<file path="src/stxdf_pkg.sv">
// Shared types, codes and helpers for the STX/length/LRC frame receiver.
package stxdf_pkg;

  // Framing bytes
  localparam logic [7:0] STX_BYTE = 8'h02;
  localparam logic [7:0] ETX_BYTE = 8'h03;

  // Length field: number of packed BCD digits taken from the two length bytes
  localparam int unsigned LENGTH_DIGITS = 4;
  localparam logic [13:0] MAX_LEN       = 14'd9999;

  // Timeout register reset value
  localparam logic [15:0] TIMEOUT_RESET = 16'd500;

  // Item command codes
  typedef enum logic {
    CMD_BYTE = 1'b0,
    CMD_TICK = 1'b1
  } cmd_e;

  // Frame status codes
  typedef enum logic [2:0] {
    ST_BUSY    = 3'd0,
    ST_OK      = 3'd1,
    ST_TIMEOUT = 3'd2,
    ST_NO_ETX  = 3'd3,
    ST_LRC     = 3'd4,
    ST_RXERR   = 3'd5
  } status_e;

  // One input item
  typedef struct packed {
    logic       command;
    logic [7:0] rx_byte;
    logic       rx_error;
  } in_item_t;

  // Input register contents handed to the parser
  typedef struct packed {
    logic     valid;
    in_item_t item;
  } in_slot_t;

  // One result item
  typedef struct packed {
    logic [7:0]  data_byte;
    logic        data_valid;
    logic        frame_end;
    logic [2:0]  status;
    logic [13:0] frame_length;
  } out_item_t;

  // Packed BCD length decode, most significant digit first, saturating
  function automatic logic [13:0] decode_length(input logic [7:0] hi, input logic [7:0] lo);
    logic [15:0] field;
    logic [16:0] value;
    field = {hi, lo};
    value = '0;
    for (int i = LENGTH_DIGITS - 1; i >= 0; i--) begin
      value = (value << 3) + (value << 1) + {13'd0, field[4*i +: 4]};
    end
    if (value > {3'd0, MAX_LEN}) begin
      return MAX_LEN;
    end
    return value[13:0];
  endfunction

endpackage

</file>
<file path="src/stxdf_in_if.sv">
// Input channel: received bytes and time ticks.
interface stxdf_in_if;
  logic       valid;
  logic       ready;
  logic       command;
  logic [7:0] rx_byte;
  logic       rx_error;

  modport source (output valid, output command, output rx_byte, output rx_error, input ready);
  modport sink   (input valid, input command, input rx_byte, input rx_error, output ready);
endinterface

</file>
<file path="src/stxdf_out_if.sv">
// Result channel: payload bytes and frame status.
interface stxdf_out_if;
  logic        valid;
  logic        ready;
  logic [7:0]  data_byte;
  logic        data_valid;
  logic        frame_end;
  logic [2:0]  status;
  logic [13:0] frame_length;

  modport source (output valid, output data_byte, output data_valid, output frame_end,
                  output status, output frame_length, input ready);
  modport sink   (input valid, input data_byte, input data_valid, input frame_end,
                  input status, input frame_length, output ready);
endinterface

</file>
<file path="src/stxdf_cfg_if.sv">
// Configuration write channel: byte timeout in ticks.
interface stxdf_cfg_if;
  logic        valid;
  logic        ready;
  logic [15:0] wdata;

  modport source (output valid, output wdata, input ready);
  modport sink   (input valid, input wdata, output ready);
endinterface

</file>
<file path="src/stx_bcd_length_lrc_deframer_core.sv">
// Top level of the STX/BCD-length/LRC serial frame receiver.
//
// item_in carries one item per transfer: a UART byte (command 0, with its
// error flag) or one time tick (command 1). result_out returns exactly one
// result per item: a payload byte with data_valid, or a frame end with its
// status and decoded length, or an all-busy result. cfg_in writes the byte
// timeout in ticks; write it only while no item is in flight.
// An accepted item is held in the input register, is parsed into the result
// register, and is offered on result_out from then on. Throughput is one item
// per cycle while result_out does not stall, limited by the single frame-state
// update per item.
// Reset clears both registers' valid flags, puts the parser back to hunting
// for STX and loads the timeout with 500 ticks.
// When result_out stalls, the result register holds and the input register
// still takes one more item; item_in then drops ready until results drain.
module stx_bcd_length_lrc_deframer_core (
  input  logic        clk_i,
  input  logic        rst_ni,
  stxdf_in_if.sink    item_in,
  stxdf_cfg_if.sink   cfg_in,
  stxdf_out_if.source result_out
);

  stxdf_pkg::in_slot_t slot;
  logic                take;
  logic [15:0]         timeout_q;

  // Timeout register, always writable
  assign cfg_in.ready = 1'b1;

  always_ff @(posedge clk_i or negedge rst_ni) begin
    if (!rst_ni) begin
      timeout_q <= stxdf_pkg::TIMEOUT_RESET;
    end else if (cfg_in.valid) begin
      timeout_q <= cfg_in.wdata;
    end
  end

  stxdf_in_stage u_in_stage (
    .clk_i  (clk_i),
    .rst_ni (rst_ni),
    .in_ch  (item_in),
    .take_i (take),
    .slot_o (slot)
  );

  stxdf_parser u_parser (
    .clk_i     (clk_i),
    .rst_ni    (rst_ni),
    .slot_i    (slot),
    .timeout_i (timeout_q),
    .take_o    (take),
    .out_ch    (result_out)
  );

endmodule

</file>
<file path="src/stxdf_in_stage.sv">
// Input register: holds one accepted item until the parser takes it.
module stxdf_in_stage (
  input  logic                clk_i,
  input  logic                rst_ni,
  stxdf_in_if.sink            in_ch,
  input  logic                take_i,
  output stxdf_pkg::in_slot_t slot_o
);

  logic                valid_q;
  stxdf_pkg::in_item_t item_q;
  logic                load;

  // Free when empty or when the held item leaves this cycle
  assign in_ch.ready = !valid_q || take_i;
  assign load        = in_ch.valid && in_ch.ready;

  always_ff @(posedge clk_i or negedge rst_ni) begin
    if (!rst_ni) begin
      valid_q <= 1'b0;
    end else if (load) begin
      valid_q <= 1'b1;
    end else if (take_i) begin
      valid_q <= 1'b0;
    end
  end

  // Payload, no reset needed
  always_ff @(posedge clk_i) begin
    if (load) begin
      item_q <= '{command: in_ch.command, rx_byte: in_ch.rx_byte, rx_error: in_ch.rx_error};
    end
  end

  assign slot_o = '{valid: valid_q, item: item_q};

endmodule

</file>
<file path="src/stxdf_parser.sv">
// Frame parser: phase tracking, length decode, LRC check, result register.
module stxdf_parser (
  input  logic                clk_i,
  input  logic                rst_ni,
  input  stxdf_pkg::in_slot_t slot_i,
  input  logic [15:0]         timeout_i,
  output logic                take_o,
  stxdf_out_if.source         out_ch
);

  typedef enum logic [2:0] {
    PH_HUNT,
    PH_LEN_HI,
    PH_LEN_LO,
    PH_PAYLOAD,
    PH_ETX,
    PH_LRC
  } phase_e;

  phase_e               phase_q, phase_d;
  logic [13:0]          len_q, len_d;
  logic [13:0]          seen_q, seen_d;
  logic [7:0]           lrc_q, lrc_d;
  logic [15:0]          idle_q, idle_d;
  logic                 out_valid_q;
  stxdf_pkg::out_item_t res_q, res_d;

  logic                 known;
  logic                 fend;
  logic [2:0]           status;
  logic [15:0]          idle_inc;
  logic [13:0]          seen_inc;
  logic [13:0]          len_dec;
  logic [7:0]           b;

  // Advance when an item is held and the result register is free or draining
  assign take_o = slot_i.valid && (!out_valid_q || out_ch.ready);

  assign b        = slot_i.item.rx_byte;
  assign idle_inc = idle_q + 16'd1;
  assign seen_inc = seen_q + 14'd1;
  assign len_dec  = stxdf_pkg::decode_length(len_q[7:0], b);
  assign known    = (phase_q == PH_PAYLOAD) || (phase_q == PH_ETX) || (phase_q == PH_LRC);

  // Next state and result for the held item
  always_comb begin
    phase_d = phase_q;
    len_d   = len_q;
    seen_d  = seen_q;
    lrc_d   = lrc_q;
    idle_d  = idle_q;
    fend    = 1'b0;
    status  = stxdf_pkg::ST_BUSY;
    res_d   = '0;

    if (slot_i.item.command == stxdf_pkg::CMD_TICK) begin
      if (phase_q != PH_HUNT) begin
        idle_d = idle_inc;
        if (idle_inc >= timeout_i) begin
          fend   = 1'b1;
          status = stxdf_pkg::ST_TIMEOUT;
        end
      end
    end else if (phase_q == PH_HUNT) begin
      if (!slot_i.item.rx_error && b == stxdf_pkg::STX_BYTE) begin
        phase_d = PH_LEN_HI;
        len_d   = '0;
        seen_d  = '0;
        lrc_d   = '0;
        idle_d  = '0;
      end
    end else begin
      idle_d = '0;
      if (slot_i.item.rx_error) begin
        fend   = 1'b1;
        status = stxdf_pkg::ST_RXERR;
      end else begin
        case (phase_q)
          PH_LEN_HI: begin
            len_d   = {6'd0, b};
            lrc_d   = lrc_q ^ b;
            phase_d = PH_LEN_LO;
          end
          PH_LEN_LO: begin
            len_d   = len_dec;
            lrc_d   = lrc_q ^ b;
            seen_d  = '0;
            phase_d = (len_dec == 14'd0) ? PH_ETX : PH_PAYLOAD;
          end
          PH_PAYLOAD: begin
            res_d.data_byte  = b;
            res_d.data_valid = 1'b1;
            lrc_d            = lrc_q ^ b;
            seen_d           = seen_inc;
            if (seen_inc >= len_q) begin
              phase_d = PH_ETX;
            end
          end
          PH_ETX: begin
            if (b == stxdf_pkg::ETX_BYTE) begin
              lrc_d   = lrc_q ^ b;
              phase_d = PH_LRC;
            end else begin
              fend   = 1'b1;
              status = stxdf_pkg::ST_NO_ETX;
            end
          end
          default: begin
            fend   = 1'b1;
            status = (lrc_q == b) ? stxdf_pkg::ST_OK : stxdf_pkg::ST_LRC;
          end
        endcase
      end
    end

    // Frame end: report and go back to the STX hunt
    if (fend) begin
      res_d.frame_end    = 1'b1;
      res_d.status       = status;
      res_d.frame_length = known ? len_q : 14'd0;
      phase_d            = PH_HUNT;
      len_d              = '0;
      seen_d             = '0;
      lrc_d              = '0;
      idle_d             = '0;
    end
  end

  // Frame state and result register
  always_ff @(posedge clk_i or negedge rst_ni) begin
    if (!rst_ni) begin
      phase_q     <= PH_HUNT;
      len_q       <= '0;
      seen_q      <= '0;
      lrc_q       <= '0;
      idle_q      <= '0;
      out_valid_q <= 1'b0;
      res_q       <= '0;
    end else begin
      if (take_o) begin
        phase_q     <= phase_d;
        len_q       <= len_d;
        seen_q      <= seen_d;
        lrc_q       <= lrc_d;
        idle_q      <= idle_d;
        out_valid_q <= 1'b1;
        res_q       <= res_d;
      end else if (out_ch.ready) begin
        out_valid_q <= 1'b0;
      end
    end
  end

  assign out_ch.valid        = out_valid_q;
  assign out_ch.data_byte    = res_q.data_byte;
  assign out_ch.data_valid   = res_q.data_valid;
  assign out_ch.frame_end    = res_q.frame_end;
  assign out_ch.status       = res_q.status;
  assign out_ch.frame_length = res_q.frame_length;

endmodule

</file>
<file path="src/flat_wrapper.sv">
// flat-port wrapper written by rule: the top's interface ports become plain ports
module stx_bcd_length_lrc_deframer_core_flat 
  (clk_i, rst_ni, item_in_valid, item_in_command, item_in_rx_byte, item_in_rx_error, item_in_ready, cfg_in_valid, cfg_in_wdata, cfg_in_ready, result_out_valid, result_out_data_byte, result_out_data_valid, result_out_frame_end, result_out_status, result_out_frame_length, result_out_ready);
  stxdf_in_if item_in_i ();
  stxdf_cfg_if cfg_in_i ();
  stxdf_out_if result_out_i ();
  input  logic clk_i;
  input  logic rst_ni;
  input wire logic [$bits(item_in_i.valid)-1:0] item_in_valid;
  input wire logic [$bits(item_in_i.command)-1:0] item_in_command;
  input wire logic [$bits(item_in_i.rx_byte)-1:0] item_in_rx_byte;
  input wire logic [$bits(item_in_i.rx_error)-1:0] item_in_rx_error;
  output wire logic [$bits(item_in_i.ready)-1:0] item_in_ready;
  input wire logic [$bits(cfg_in_i.valid)-1:0] cfg_in_valid;
  input wire logic [$bits(cfg_in_i.wdata)-1:0] cfg_in_wdata;
  output wire logic [$bits(cfg_in_i.ready)-1:0] cfg_in_ready;
  output wire logic [$bits(result_out_i.valid)-1:0] result_out_valid;
  output wire logic [$bits(result_out_i.data_byte)-1:0] result_out_data_byte;
  output wire logic [$bits(result_out_i.data_valid)-1:0] result_out_data_valid;
  output wire logic [$bits(result_out_i.frame_end)-1:0] result_out_frame_end;
  output wire logic [$bits(result_out_i.status)-1:0] result_out_status;
  output wire logic [$bits(result_out_i.frame_length)-1:0] result_out_frame_length;
  input wire logic [$bits(result_out_i.ready)-1:0] result_out_ready;
  assign item_in_i.valid = item_in_valid;
  assign item_in_i.command = item_in_command;
  assign item_in_i.rx_byte = item_in_rx_byte;
  assign item_in_i.rx_error = item_in_rx_error;
  assign item_in_ready = item_in_i.ready;
  assign cfg_in_i.valid = cfg_in_valid;
  assign cfg_in_i.wdata = cfg_in_wdata;
  assign cfg_in_ready = cfg_in_i.ready;
  assign result_out_valid = result_out_i.valid;
  assign result_out_data_byte = result_out_i.data_byte;
  assign result_out_data_valid = result_out_i.data_valid;
  assign result_out_frame_end = result_out_i.frame_end;
  assign result_out_status = result_out_i.status;
  assign result_out_frame_length = result_out_i.frame_length;
  assign result_out_i.ready = result_out_ready;
  stx_bcd_length_lrc_deframer_core u_core (.clk_i(clk_i), .rst_ni(rst_ni), .item_in(item_in_i), .cfg_in(cfg_in_i), .result_out(result_out_i));
endmodule
</file>
<file path="config.mk">
export PLATFORM = sky130hd
export DESIGN_NAME = stx_bcd_length_lrc_deframer_core_flat
export DESIGN_NICKNAME = d
export VERILOG_FILES = /design/src/stxdf_pkg.sv /design/src/stxdf_in_if.sv /design/src/stxdf_out_if.sv /design/src/stxdf_cfg_if.sv /design/src/stx_bcd_length_lrc_deframer_core.sv /design/src/stxdf_in_stage.sv /design/src/stxdf_parser.sv /design/src/flat_wrapper.sv
export SDC_FILE = /design/constraint.sdc
export NUM_CORES = 1
export LEC_CHECK = 0
export ABC_CLOCK_PERIOD_IN_PS = 7600
export BUFFER_PORTS_ARGS = -buffer_cell sky130_fd_sc_hd__buf_2
export CELL_PAD_IN_SITES_DETAIL_PLACEMENT = 1
export CELL_PAD_IN_SITES_GLOBAL_PLACEMENT = 2
export CORE_MARGIN = 2
export CORE_UTILIZATION = 35
export DETAILED_ROUTE_END_ITERATION = 7
export GPL_TIMING_DRIVEN = 0
export PLACE_DENSITY = 0.76
export SKIP_LAST_GASP = 1
export SLEW_MARGIN = 40
export SYNTH_ARGS = -nofsm -noshare
export SYNTH_HDL_FRONTEND = slang
export SYNTH_SLANG_ARGS = --single-unit
</file>
<file path="constraint.sdc">
create_clock -name clk_i -period 7.6 [get_ports clk_i]
set_input_delay 0.38 -clock clk_i [delete_from_list [all_inputs] [get_ports clk_i]]
set_output_delay 0.38 -clock clk_i [all_outputs]
set_load 0.02 [all_outputs]
</file>
Word-level counts from Yosys, hierarchy flattened
Index checks and enable logic that the tools add are counted.
{ "op_classes": {"bitwise_logic": 1, "n_eq_ne": 15, "magnitude_cmp": 3, "add_sub_neg": 8, "n_mux": 60, "reduce_logical": 25} }
{ "op_table": {"columns": ["op", "count"], "rows": [
  ["$mux W14", 12],
  ["$mux W16", 5],
  ["$pmux W14 S2", 2],
  ["$mux W8", 6],
  ["$mux W3", 12],
  ["$mux W9", 4],
  ["$mux W18", 1],
  ["$add A17 B15 Y17", 1],
  ["$add A17 B4 Y17", 1],
  ["$gt A17 B14 Y1 const B", 1],
  ["$add A16 B1 Y16 const B", 1],
  ["$eq A8 B2 Y1 const B", 2],
  ["$ge A16 B16 Y1", 1],
  ["$pmux W8 S2", 1],
  ["$add A13 B4 Y14", 1],
  ["$add A14 B1 Y14 const B", 1],
  ["$ge A14 B14 Y1", 1],
  ["$logic_not A14 Y1", 1],
  ["$add A12 B10 Y13", 1],
  ["$ne A4 B2 Y1 const B", 3],
  ["$pmux W3 S4", 1],
  ["$reduce_bool A4 Y1", 3],
  ["$mux W1", 11],
  ["$reduce_and A5 Y1", 2],
  ["other kinds (24)", 37]
]} }
{ "totals": {"in_bits": 31, "regBits": 110} }

Longest topological paths before layout
Gate-level depths: netlist (run 1).
{ "logic_depth": {"word_depth": 16, "ltp_mapped": 24, "depth_no_buf": 24} }

Cells and area by module
A second synthesis (run 1) with hierarchy kept.
{ "hier_totals": {"cells_unflattened": 779, "hier_area_um2": 7488.4} }
{ "modules_own_cells": {"columns": ["module", "area_per_inst_um2", "seq_area_each_um2", "cells_per_inst", "n_inst"], "rows": [
  ["stxdf_parser", 6458.7, 2077.0, 728, 1],
  ["stx_bcd_length_lrc_deframer_core", 668.1, 407.9, 36, 1],
  ["stxdf_in_stage", 361.6, 325.3, 15, 1]
]} }

Worst setup path before layout (run 1)
No wires, ideal clock.
{ "synth_timing": {"path_type": "register to register", "from": "reg u_core.u_parser.len_q[4]", "to": "reg u_core.u_parser.len_q[10]", "synth_period_minus_slack_ps": 5242, "path_slack_ps": 2358, "t_arrival_ps": 5156, "stages_incl_launch_ff": 22, "t_required_ps": 7514, "n_path_buf": 0, "setup_time_ps": 86, "cell_sequence": "dfrtp_1 > inv_1 > fa_1 > fa_1 > inv_1 > ha_1 > ha_1 > a21o_1 > a21oi_1 > o21bai_1 > a21oi_1 > xnor2_1 > xnor2_1 > ha_1 > a21o_1 > nor3_1 > a21oi_1 > xnor2_1 > or4_1 > a21o_1 > and2_1 > a32oi_1"} }
{ "synth_via": {"elab_chain_len": 14} }
{ "synth_rtl": {"columns": ["element", "line_no", "rtl"], "rows": [
  ["start, declared", "stxdf_parser.sv:21", "logic [13:0] len_q, len_d;"],
  ["start signal, assigned", "stxdf_parser.sv:142", "len_q <= len_d;"],
  ["$add A7 B5 Y8 *", "stxdf_pkg.sv:60", "value = (value << 3) + (value << 1) + {13'd0, field[4*i +: 4]};"],
  ["$add A8 B4 Y9 *", "stxdf_pkg.sv:60", null],
  ["$add A12 B10 Y13 *", "stxdf_pkg.sv:60", null],
  ["$add A13 B4 Y14 *", "stxdf_pkg.sv:60", null],
  ["$add A17 B15 Y17 *", "stxdf_pkg.sv:60", null],
  ["$add A17 B4 Y17 *", "stxdf_pkg.sv:60", null],
  ["$gt A17 B14 Y1", "stxdf_pkg.sv:62", "if (value > {3'd0, MAX_LEN}) begin"],
  ["$mux W1", "stxdf_pkg.sv:62", null],
  ["$mux W14 *", "stxdf_pkg.sv:65", "return value[13:0];"],
  ["$pmux W14 S2 *", "stxdf_parser.sv:78", "case (phase_q)"],
  ["$mux W14 *", "stxdf_parser.sv:74", "if (slot_i.item.rx_error) begin"],
  ["$mux W14 *", "stxdf_parser.sv:64", "end else if (phase_q == PH_HUNT) begin"],
  ["$mux W14 *", "stxdf_parser.sv:56", "if (slot_i.item.command == stxdf_pkg::CMD_TICK) begin"],
  ["$mux W14 *", "stxdf_parser.sv:117", "if (fend) begin"]
]} }
Every way passes the cells marked *; elsewhere a longest branch is shown, timed or not. The select of a mux whose other input is x is not followed.
A chain may end at the register's enable or synchronous reset.

Worst setup path after layout (run 1)
{ "layout_timing": {"from": "reg u_core.u_parser.len_q[4]", "to": "reg u_core.u_parser.len_q[12]"} }
Same word-level chain as after synthesis.

==> summary.md, run 1 <==
| Metric | Value |
|---|---|
| Status | finished clean |
| Reg2reg start | u_core.u_parser.len_q[4] |
| Post-Route WL | approximately 20000 um |
| Pre-Repair DR Iteration Count | 4 |
| Worst hold margin | around 0.18 ns |
| Seq/Total Area, Yosys | 0.385 |
| Number of H-tree levels | 3 |
| Cts bufs inserted | 9 |
| Initial core utilization | 0.358 |
| Most frequent CP cell | ha_1 |
| Hold Path Class | primary input to flop |
| Clock root buffer | clkbuf_16 |
| Crit path from | u_core.u_parser.len_q[4] |
| Hold_sp | item_in_rx_byte[6] |
| Slowest stage delay, CP | between 0.5 and 0.6 ns |
| Syn Area/Cell | 9.74 um^2 |
| Worst path cell trace | inv_1 > fa_1 > fa_1 > inv_1 > ha_1 > ha_1 > a21o_1 > a21oi_1 > o21bai_1 > a21oi_1 > xnor2_1 > xnor2_1 > ha_1 > a21o_1 > nor3_1 > a211oi_1 > o31a_1 > nor3_1 > a31o_2 > nand2_1 > o41ai_1 |
| Crit end category | flop |
| DIE HEIGHT | roughly 150 um |
| Net Count, Synth | approximately 860 |
| Required @ worst endpoint | between 7 and 8 ns |
| Setup TNS | 0 ns |
| CP Launch Type | flop |
| Unrepaired setup endpoints after global routing | false |
| Clk Latency, worst-skew pair | 0.36 ns |
| DRT antenna net count | 0 |
| Port Buffers | 59 |
| Seq cells post-synth | between 100 and 150 |
| CTS tree | yes |
| GRT Overall Usage | 0.190 |
| Top FF cell, synth | dfrtp_1 |
| Die W | approximately 150 um |
| Clk slew on worst S/H paths | ~0.08 ns |
| Core box area | between 20000 and 25000 um^2 |
| Crit path buffers/inverters | 2 |
| Routed via count | slightly below 6000 |
| DRT iter0 DRCs | 350 |
| Final Critical Period | about 6.1 ns |
| Layout area overhead | 13.6% |
| Gate Count Post-Synth | 749 |
| CTS sink count | 110 |
| Worst path slowest cell | fa_1 |
| Num ports | 61 |
| Setup slack at placement | between 1.5 and 2 ns |
| Final worst slack | about 1.5 ns |
| Least-Margin Pin Slew | roughly 0.69 ns |
| Final count of negative-setup-slack endpoints | 0 |
| Final Cycle Share | 0.798 |
| Share of layout cells above drive strength 1 | 0.132 |
| Hold violation count in the final report | 0 |
| Vias in the first global route | between 6000 and 7000 |
| Worst EP arrival | 6.31 ns |
| Number of vias per cell | 5.38 |
| Clock buffer depth | 2 |
| Post-synth EDFFs | 10 |
| Cell Rows | 52 |
| Ys async rst share | 0.909 |
| Final routed DRC violation total | 0 |
| Post-detail-place hpwl | approximately 15000 um |
| Rel. slew slack | 0.542 |
| Worst Skew | ~0.0094 ns |
| Distinct cells, synth | between 70 and 80 |
| First-pass GRT wire length | about 33000 um |
| Final Slew Violations | 0 |
| Die area | ~22000 um^2 |
| Finished Layout Cells | ~1100 |
| Wire per inst | around 18 um |
| Cell count after placement | 1079 |
| Cts repair resizes | 0 |
| Fmax | 165 MHz |
| CP Max Fanout | 5 |
| Max-Cap Viols | 0 |
| Crit Path Class | flop to flop |
| Pin count of the biggest net entering global routing | 63 |
| Initial antenna violation count | 0 |
| Cell area after synthesis | 7290 um^2 |
| Remaining global-route overflow | 0 |
| YS warnings | 0 |
| Nets | between 900 and 1000 |
| Delay-heaviest family, CP | adder cells |
| Number of antenna diodes | 0 |
| RD Place Congestion | roughly 0.86 |
==> per-layer routing <==
layer / vias to the layer above / part of all wire / wire [um] / track usage
li1: 2867 / - / - / -
met1: 2942 / 0.49 / 9830 / 0.267
met2: 78 / 0.47 / 9300 / 0.311
met3: 12 / 0.029 / 586 / 0.0239
met4: 0 / 0.010 / 209 / 0.0467
met5: - / 0 / 0 / 0
==> cells by family (layout without fill, tap and decap cells) <==
kind of cell	count (synthesis)	count (layout)	synth area share
compound gates	206	206	0.204
xor+xnor	55	55	0.0660
fa+ha+maj	78	78	0.140
buf+inv	89	166	0.0527
flops	110	110	0.385
mux	6	6	0.00858
other cells	1	1	0.000514
simple gates	204	204	0.143
==> cells in the final DEF, fill, tap and decap left out, types with 24 or more instances in the layout <==
cell type and instances:
xor2_1 24, nand2_1 53, nor2_1 46, inv_1 62, dfrtp_1 94, ha_1 72, xnor2_1 31, a22o_1 31
buf_2 62, o21ai_0 42
==> per-stage QoR <==
stage	instance area (um^2)	utilization
after floorplan	7290	-
after global placement	7930	0.389
after detailed placement	7960	0.391
after CTS	8280	0.407
after global routing	8280	0.407
final	8280	0.407
==> what timing repair did <==
| action | CTS | global route |
|---|---|---|
| endpoints found under the hold margin | 32 | 0 |
| setup buffers | 0 | 0 |
| hold buffers | 1 | 0 |
==> cells in the mapped netlist, types with 12 or more instances <==
master     n  share of area
a21oi_1   22          0.015
a22o_1    31          0.037
a32o_1    15          0.021
clkbuf_1  15         0.0077
dfrtp_1   94           0.32
ha_1      72           0.12
inv_1     62          0.032
nand2_1   53          0.027
nand2b_1  12          0.010
nand3_1   22          0.015
nor2_1    46          0.024
o21ai_0   42          0.029
xnor2_1   31          0.037
xor2_1    24          0.029
==> registers in the layout (all words and copies together) (netlist names) <==
register and flops:
u_core.u_in_stage.valid_q 1, u_core.u_parser.len_q 14, u_core.u_parser.out_ch.frame_end 1, u_core.u_parser.out_ch.data_byte 8, u_core.timeout_q 16, u_core.u_parser.lrc_q 8, u_core.u_parser.out_ch.data_valid 1, u_core.u_parser.phase_q 3
u_core.u_parser.out_ch.frame_length 14, u_core.u_parser.out_ch.valid 1, u_core.u_parser.out_ch.status 3, u_core.u_parser.seen_q 14, u_core.u_in_stage.slot_o 10, u_core.u_parser.idle_q 16
==> cell type report <==
class / instances / area, um^2
buffer: 27 / 151
sequential: 110 / 2810
tap: 270 / 338
inverter: 62 / 233
timing repair buffer: 61 / 343
clock buffer: 10 / 229
multi-input combinational: 550 / 4100
clock inverter: 6 / 76.3
fill: 2359 / 12100
==> path summary, 6_finish.rpt <==
| check | end | slack (ns) | cells past startpoint |
|---|---|---|---|
| worst max register to register | u_core.u_parser.len_q[12] | 1.54 | 21 |
| worst max-delay path | u_core.u_parser.len_q[12] | 1.54 | 21 |
| worst min-delay path | u_core.u_in_stage.slot_o[7] | 0.18 | 1 |
| max in group asynchronous | u_core.u_parser.seen_q[6] | 6.49 | 3 |
| min in group asynchronous | u_core.u_parser.out_ch.data_byte[7] | 0.48 | 2 |
| worst min register to register | u_core.u_parser.out_ch.data_valid | 0.48 | 1 |
Power of run 1 is not shown: default switching activity piles up to over one toggle a cycle in this logic, so the estimate is an artifact.
==> run 2, diff against run 1 <==
--- a/config.mk
+++ b/config.mk
@@ -5,15 +5,16 @@
 export SDC_FILE = /design/constraint.sdc
 export NUM_CORES = 1
 export LEC_CHECK = 0
-export ABC_CLOCK_PERIOD_IN_PS = 7600
+export ABC_AREA = 1
+export ABC_CLOCK_PERIOD_IN_PS = 5300
 export BUFFER_PORTS_ARGS = -buffer_cell sky130_fd_sc_hd__buf_2
 export CELL_PAD_IN_SITES_DETAIL_PLACEMENT = 1
 export CELL_PAD_IN_SITES_GLOBAL_PLACEMENT = 2
 export CORE_MARGIN = 2
-export CORE_UTILIZATION = 35
+export CORE_UTILIZATION = 33
 export DETAILED_ROUTE_END_ITERATION = 7
 export GPL_TIMING_DRIVEN = 0
-export PLACE_DENSITY = 0.76
+export PLACE_DENSITY = 0.78
 export SKIP_LAST_GASP = 1
 export SLEW_MARGIN = 40
 export SYNTH_ARGS = -nofsm -noshare
==> constraint.sdc (replaced) <==
create_clock -name clk_i -period 5.3 [get_ports clk_i]
set_input_delay 0.265 -clock clk_i [delete_from_list [all_inputs] [get_ports clk_i]]
set_output_delay 0.265 -clock clk_i [all_outputs]
set_load 0.02 [all_outputs]
==> run 2 against run 1 <==
Against the previous run: utilization increased by 0.19 points; first-iteration DRC count fell by 39%; via count up 9.3%; cell area increased by 11%; critical endpoint is now u_core.u_parser.phase_q[1]; worst hold slack worse by 0.11 ns; sequential cell count did not move; cell count grew 18%; critical path depth rose by 9.
==> summary.md, run 2 <==
| Metric | Value |
|---|---|
| Vias in the first global route | 6660 (+7.2%) |
| Final Slew Violations | 0 (unchanged) |
| Layout area overhead | 22.2% |
| Final count of negative-setup-slack endpoints | 0 (unchanged) |
| Share of the synthesized area in the top cell type | 0.312 (-0.0110) |
| Pre-Repair DR Iteration Count | 5 (+1) |
| Synth area leaders | dfrtp_1, ha_1, nand2_1, inv_1, edfxtp_1 |
| Multi-input gate area | 4550 um^2 (+11%) |
| Crit end category | flop |
| Pin count of the biggest net entering global routing | 57 (-9.5%) |
| Least-Margin Pin Slew | 0.651 ns (-0.0365 ns) |
| Net Count, Synth | 1016 (+18%) |
| Most frequent cells in the layout | nand2_1, inv_1, dfrtp_1 |
| Cts bufs inserted | 9 (unchanged) |
| Hold_sp | item_in_rx_byte[7] |
| Seq cells post-synth | 110 (unchanged) |
| Port Buffers | 59 (unchanged) |
| Final worst slack | 0.0660 ns (-1.47 ns) |
| Crit path buffers/inverters | 4 (+2) |
| Unrepaired setup endpoints after global routing | true |
| Die W | 155 um (+4.7%) |
| Top FF cell, synth | dfrtp_1 |
| Cell Rows | 55 (+5.8%) |
| Ys async rst share | 0.909 (unchanged) |
| Status | finished clean |
| Nets | 1115 (+20%) |
| Final Cycle Share | 0.988 (+0.190) |
| Syn Area/Cell | 8.32 um^2 (-15%) |
| DIE HEIGHT | 155 um (+4.7%) |
| Largest registers in the final layout | u_core.timeout_q: 16 flops, u_core.u_parser.idle_q: 16 flops |
| Core box area | 22600 um^2 (+11%) |
| Clock root buffer | clkbuf_16 |
| FF/Latch Area | 2810 um^2 (unchanged) |
| Number of antenna diodes | 0 (unchanged) |
| Worst R2R Setup Slack | 0.07 ns (-1.47 ns) |
| R2R cell count | 30 (+43%) |
| Distinct cells, synth | 58 (-18%) |
| Seq/Total Area, Yosys | 0.372 (-0.0131) |
| Final Critical Period | 5.23 ns (-0.827 ns) |
| RD Place Congestion | 0.819 (-4.8%) |
| Top-count cell post-synth | nand2_1 |
| CP Max Fanout | 5 (unchanged) |
| Hold EP | u_core.u_in_stage.slot_o[8] |
| Commonest cells in the netlist | nand2_1, inv_1, dfrtp_1, ha_1, nand3_1 |
| CTS sink count | 110 (unchanged) |
| Share of layout cells above drive strength 1 | 0.247 (+0.115) |
| Clock buffer depth | 2 (unchanged) |
| CTS tree | yes |
| Crit Path Class | flop to flop |
| Reg2reg start | u_core.u_parser.len_q[5] |
| Worst Skew | 0.0106 ns (+0.00117 ns) |
| DRT iter0 DRCs | 212 (-39%) |
| Max-Cap Viols | 0 (unchanged) |
| Initial core utilization | 0.334 (-0.0237) |
| Worst EP arrival | 5.49 ns (-0.82 ns) |
| Worst r2r dst | u_core.u_parser.phase_q[1] |
| Worst path slowest cell | dfrtp_1 |
| YS warnings | 0 (unchanged) |
| Number of H-tree levels | 3 (unchanged) |
| Rel. slew slack | 0.566 (+0.0243) |
| Cell area after synthesis | 7550 um^2 (+3.5%) |
| WHS Path Cells | 1 (unchanged) |
| Initial antenna violation count | 0 (unchanged) |
| Number of vias per cell | 4.98 (-7.5%) |
| Commonest non-fill, non-tap cell in the layout | nand2_1 |
| Setup TNS | 0 ns (unchanged) |
| Clk slew on worst S/H paths | 0.08 ns (about the same) |
| Remaining global-route overflow | 0 (unchanged) |
| Post-detail-place hpwl | 16100 um (+4.3%) |
| Post-synth EDFFs | 10 (unchanged) |
| FILL cells | 2713 (+15%) |
| GRT Overall Usage | 0.180 (-0.00941) |
| Setup slack at placement | -0.529 ns (-2.13 ns) |
| First-pass GRT wire length | 34400 um (+3.9%) |
| Fmax | 191 MHz (+16%) |
| Largest area contributor in the netlist | dfrtp_1 |
| DRT antenna net count | 0 (unchanged) |
| Post-Route WL | 21100 um (+6.0%) |
| Delay-heaviest family, CP | adder cells |
| Gate Count Post-Synth | 907 (+21%) |
| Die area | 24100 um^2 (+9.5%) |
| Hold Path Class | primary input to flop |
| Slowest stage delay, CP | 0.42 ns (-0.14 ns) |
| Num ports | 61 (unchanged) |
| Hold violation count in the final report | 0 (unchanged) |
| Required @ worst endpoint | 5.55 ns (-2.29 ns) |
| CP Launch Type | flop |
| Clk Latency, worst-skew pair | 0.36 ns (about the same) |
| Final routed DRC violation total | 0 (unchanged) |
| Routed via count | 6449 (+9.3%) |
| Wire per inst | 16.3 um (-10%) |
## run 2: worst max-delay path by stage
stage | end | from | cells past startpoint
6_report | u_core.u_parser.phase_q[1] | u_core.u_parser.len_q[5] | 30
5_1_grt | u_core.u_parser.phase_q[1] | u_core.u_parser.len_q[6] | 32
4_1_cts | u_core.u_parser.phase_q[1] | u_core.u_parser.len_q[4] | 32
3_5_place_dp | u_core.u_parser.len_q[3] | u_core.u_parser.len_q[6] | 26
3_3_place_gp | u_core.u_parser.len_q[3] | u_core.u_parser.len_q[6] | 25
2_1_floorplan | u_core.u_parser.len_q[3] | u_core.u_parser.len_q[3] | 31
## run 2: per-stage QoR
step | std cells | util | area [um^2] | hold WS [ns]
detailed placement | 1252 | 0.365 | 8240 | 0.193
finish | 1296 | 0.409 | 9220 | 0.0752
global route | 1296 | 0.409 | 9220 | 0.0644
floorplan | 907 | - | 7550 | -0.0306
CTS | 1281 | 0.391 | 8830 | 0.0637
global placement | 1251 | 0.363 | 8200 | 0.445
## run 2: kinds of logic (layout without fill, tap and decap cells)
logic type,count (synthesis),count (layout),share of synthesized area
XOR/XNOR,47,47,0.0565
other,1,1,0.000497
multiplexers,1,1,0.00149
buffers and inverters,175,278,0.0915
AND/OR/NAND/NOR,335,336,0.203
adder cells (fa/ha/maj),78,78,0.135
AO/OA/AOI/OAI,160,160,0.140
flip-flops,110,110,0.372
## run 2: final cells by class
cell class              count  share of cell area
multi-input cells         623               0.493
flip-flops and latches    110               0.305
inverters                 158              0.0654
repair buffers             87              0.0591
well taps                 285              0.0387
clock buffers              10              0.0248
plain buffers              17             0.00950
clock inverters             6             0.00502
## run 2: what timing repair did
item	in CTS	in global routing
hold buffers	1	0
pin swaps	15	52
hold endpoints to repair	44	0
gates resized for setup	40	61
endpoints found under the setup margin	17	17
setup buffers	12	14
cloned	0	1
## run 2: per-layer routing
metal	part of all wire	global-route usage	vias up
li1	-	-	3200
met1	0.46	0.236	3143
met2	0.49	0.313	88
met3	0.029	0.0281	18
met4	0.016	0.0433	0
met5	0	0	-
## run 2: worst register-to-register path: cells and delay by family, from the launching register on
family / cells / cell delay, ns
xor gates and xnor gates: 2 / 0.31
and+or+nand+nor: 10 / 0.95
AOI/OAI and AO/OA: 8 / 1.38
adders and majority gates: 6 / 1.81
DFF: 1 / 0.42
buffers and inverters: 4 / 0.27
Power of run 2 is left out for the same reason.
==> run 3, diff against run 2 <==
--- a/config.mk
+++ b/config.mk
@@ -5,16 +5,16 @@
 export SDC_FILE = /design/constraint.sdc
 export NUM_CORES = 1
 export LEC_CHECK = 0
-export ABC_AREA = 1
 export ABC_CLOCK_PERIOD_IN_PS = 5300
 export BUFFER_PORTS_ARGS = -buffer_cell sky130_fd_sc_hd__buf_2
 export CELL_PAD_IN_SITES_DETAIL_PLACEMENT = 1
 export CELL_PAD_IN_SITES_GLOBAL_PLACEMENT = 2
+export CORE_ASPECT_RATIO = 0.9
 export CORE_MARGIN = 2
-export CORE_UTILIZATION = 33
+export CORE_UTILIZATION = 35
 export DETAILED_ROUTE_END_ITERATION = 7
 export GPL_TIMING_DRIVEN = 0
-export PLACE_DENSITY = 0.78
+export PLACE_DENSITY = 0.79
 export SKIP_LAST_GASP = 1
 export SLEW_MARGIN = 40
 export SYNTH_ARGS = -nofsm -noshare
==> run 3 against run 2 <==
Against the previous run: the flow now finishes with violations (setup timing); global-route usage grew 2.7 points; first-iteration DRC count grew 85%; sequential cell count is the same; setup slack lost 0.17 ns; clock skew grew 0.0024 ns; critical path depth shrank 7; critical path type unchanged; critical endpoint is now u_core.u_parser.len_q[6].
==> summary.md, run 3 (synthesis gave the netlist of run 1 again) <==
| Metric | Value |
|---|---|
| Clk Latency, worst-skew pair | 0.37 ns (about the same) |
| RD Place Congestion | 0.812 (-0.85%) |
| DRT iter0 DRCs | 393 (+85%) |
| Design area | 9390 um^2 (+1.8%) |
| Crit end category | flop |
| Cts bufs inserted | 9 (unchanged) |
| Port Buffers | 59 (unchanged) |
| Pin count of the biggest net entering global routing | 70 (+23%) |
| Layout area overhead | 28.8% |
| GRT Overall Usage | 0.207 (+0.0270) |
| Die area | 22000 um^2 (-8.7%) |
| Required @ worst endpoint | 5.57 ns (+0.02 ns) |
| Number of vias per cell | 5.45 (+9.6%) |
| Hold Path Class | primary input to flop |
| CTS tree | yes |
| Final Critical Period | 5.40 ns (+0.170 ns) |
| Worst Skew | 0.0130 ns (+0.00241 ns) |
| Share of layout cells above drive strength 1 | 0.298 (+0.0508) |
| Wire per inst | 19.9 um (+22%) |
| DIE HEIGHT | 141 um (-9.2%) |
| Initial antenna violation count | 0 (unchanged) |
| Initial core utilization | 0.353 (+0.0188) |
| Nets | 1003 (-10%) |
| Setup TNS | -0.832 ns (-0.832 ns) |
| DRT antenna net count | 0 (unchanged) |
| Unrepaired setup endpoints after global routing | true |
| Fmax | 185 MHz (-3.1%) |
| Number of H-tree levels | 3 (unchanged) |
| Pre-Repair DR Iteration Count | 4 (-1) |
| Clock root buffer | clkbuf_16 |
| Rel. slew slack | 0.518 (-0.0477) |
| Most frequent cells in the layout | dfrtp_1, buf_4, buf_2 |
| Final count of negative-setup-slack endpoints | 15 (+15) |
| Failing checks | setup timing |
| Crit Path Class | flop to flop |
| Final routed DRC violation total | 0 (unchanged) |
| Final Cycle Share | 1.02 (+0.0320) |
| Vias in the first global route | 6485 (-2.6%) |
| Post-Route WL | 23100 um (+9.3%) |
| CTS sink count | 110 (unchanged) |
| Final worst slack | -0.104 ns (-0.170 ns) |
| Placed cell area | 7950 um^2 (-3.5%) |
| Number of antenna diodes | 0 (unchanged) |
| Clock buffer depth | 2 (unchanged) |
| Largest registers in the final layout | u_core.timeout_q: 16 flops, u_core.u_parser.idle_q: 16 flops |
| CP Launch Type | flop |
| Die W | 156 um (+0.58%) |
| Cell Rows | 50 (-9.1%) |
| Hold violation count in the final report | 0 (unchanged) |
| Status | complete, but fails checks |
| Core box area | 20600 um^2 (-8.5%) |
| Post-detail-place hpwl | 15000 um (-7.0%) |
| Commonest non-fill, non-tap cell in the layout | dfrtp_1 |
| Least-Margin Pin Slew | 0.722 ns (+0.0716 ns) |
| Worst hold margin | 0.0678 ns (-0.00738 ns) |
| First-pass GRT wire length | 35700 um (+3.5%) |
| Max-Cap Viols | 0 (unchanged) |
| CP Max Fanout | 5 (unchanged) |
| Worst EP arrival | 5.67 ns (+0.18 ns) |
| Final Slew Violations | 0 (unchanged) |
| Cell count after placement | 1069 (-15%) |
| Num ports | 61 (unchanged) |
| Remaining global-route overflow | 0 (unchanged) |
| Routed via count | 6320 (-2.0%) |
| Clk slew on worst S/H paths | 0.08 ns (about the same) |
| Finished Layout Cells | 1159 (-11%) |
-- run 3: repair_timing --
action,in CTS,in global routing
gates resized for setup,59,54
pin swaps,47,59
setup buffers,64,13
hold buffers,1,0
endpoints found under the hold margin,25,0
setup endpoints to repair,17,17
-- run 3: final cells by class --
| cell class | count | area, um^2 |
|---|---|---|
| Clock inverter | 6 | 46.3 |
| Inverter | 62 | 233 |
| Tap cell | 260 | 325 |
| Timing Repair Buffer | 136 | 906 |
| Fill cell | 2332 | 11300 |
| Sequential cell | 110 | 2820 |
| Clock buffer | 10 | 229 |
| Multi-Input combinational cell | 550 | 4700 |
| Buffer | 25 | 144 |
-- run 3: critical path: stages, from the launching register on --
cell and delay, ns:
dfrtp_2 0.44, inv_2 0.08, fa_2 0.49, fa_2 0.60
inv_2 0.06, ha_4 0.27, ha_4 0.21, a21o_1 0.19
a21oi_2 0.18, o21bai_2 0.10, a21oi_2 0.22, xnor2_2 0.11
buf_4 0.16, a22oi_2 0.19, o22ai_2 0.11, xnor2_2 0.22
ha_4 0.26, a21o_1 0.21, o31a_1 0.34, nor3_4 0.28
a31o_4 0.17, nand2_2 0.10, buf_4 0.16, o21ai_1 0.15
-- run 3: path summary, 6_finish.rpt --
| check | startpoint | to | slack, ns | cells past startpoint |
|---|---|---|---|---|
| setup / recovery | u_core.u_parser.len_q[4] | u_core.u_parser.len_q[6] | -0.10 | 23 |
| hold / removal | item_in_rx_byte[1] | u_core.u_in_stage.slot_o[2] | 0.07 | 1 |
| setup reg to reg | u_core.u_parser.len_q[4] | u_core.u_parser.len_q[6] | -0.10 | 23 |
| hold reg to reg | u_core.u_parser.out_ch.status[0] | u_core.u_parser.out_ch.status[0] | 0.49 | 2 |
| max in group asynchronous | rst_ni | u_core.u_parser.len_q[5] | 4.31 | 3 |
| min in group asynchronous | rst_ni | u_core.u_in_stage.valid_q | 0.34 | 2 |
-- run 3: through the flow --
step / util / setup slack [ns]
after global routing: 0.455 / -0.298
after floorplan: - / 0.0582
final: 0.455 / -0.104
after detailed placement: 0.385 / -0.757
after CTS: 0.435 / -0.0320
after global placement: 0.383 / -0.711
-- run 3: per-layer routing --
layer | vias up | routed length [um] | global-route usage
met5 | - | 0 | 0
met4 | 0 | 264 | 0.0473
met3 | 20 | 1010 | 0.0366
met2 | 122 | 10600 | 0.315
met1 | 3156 | 11200 | 0.307
li1 | 3022 | - | -
Power of run 3 is left out for the same reason.
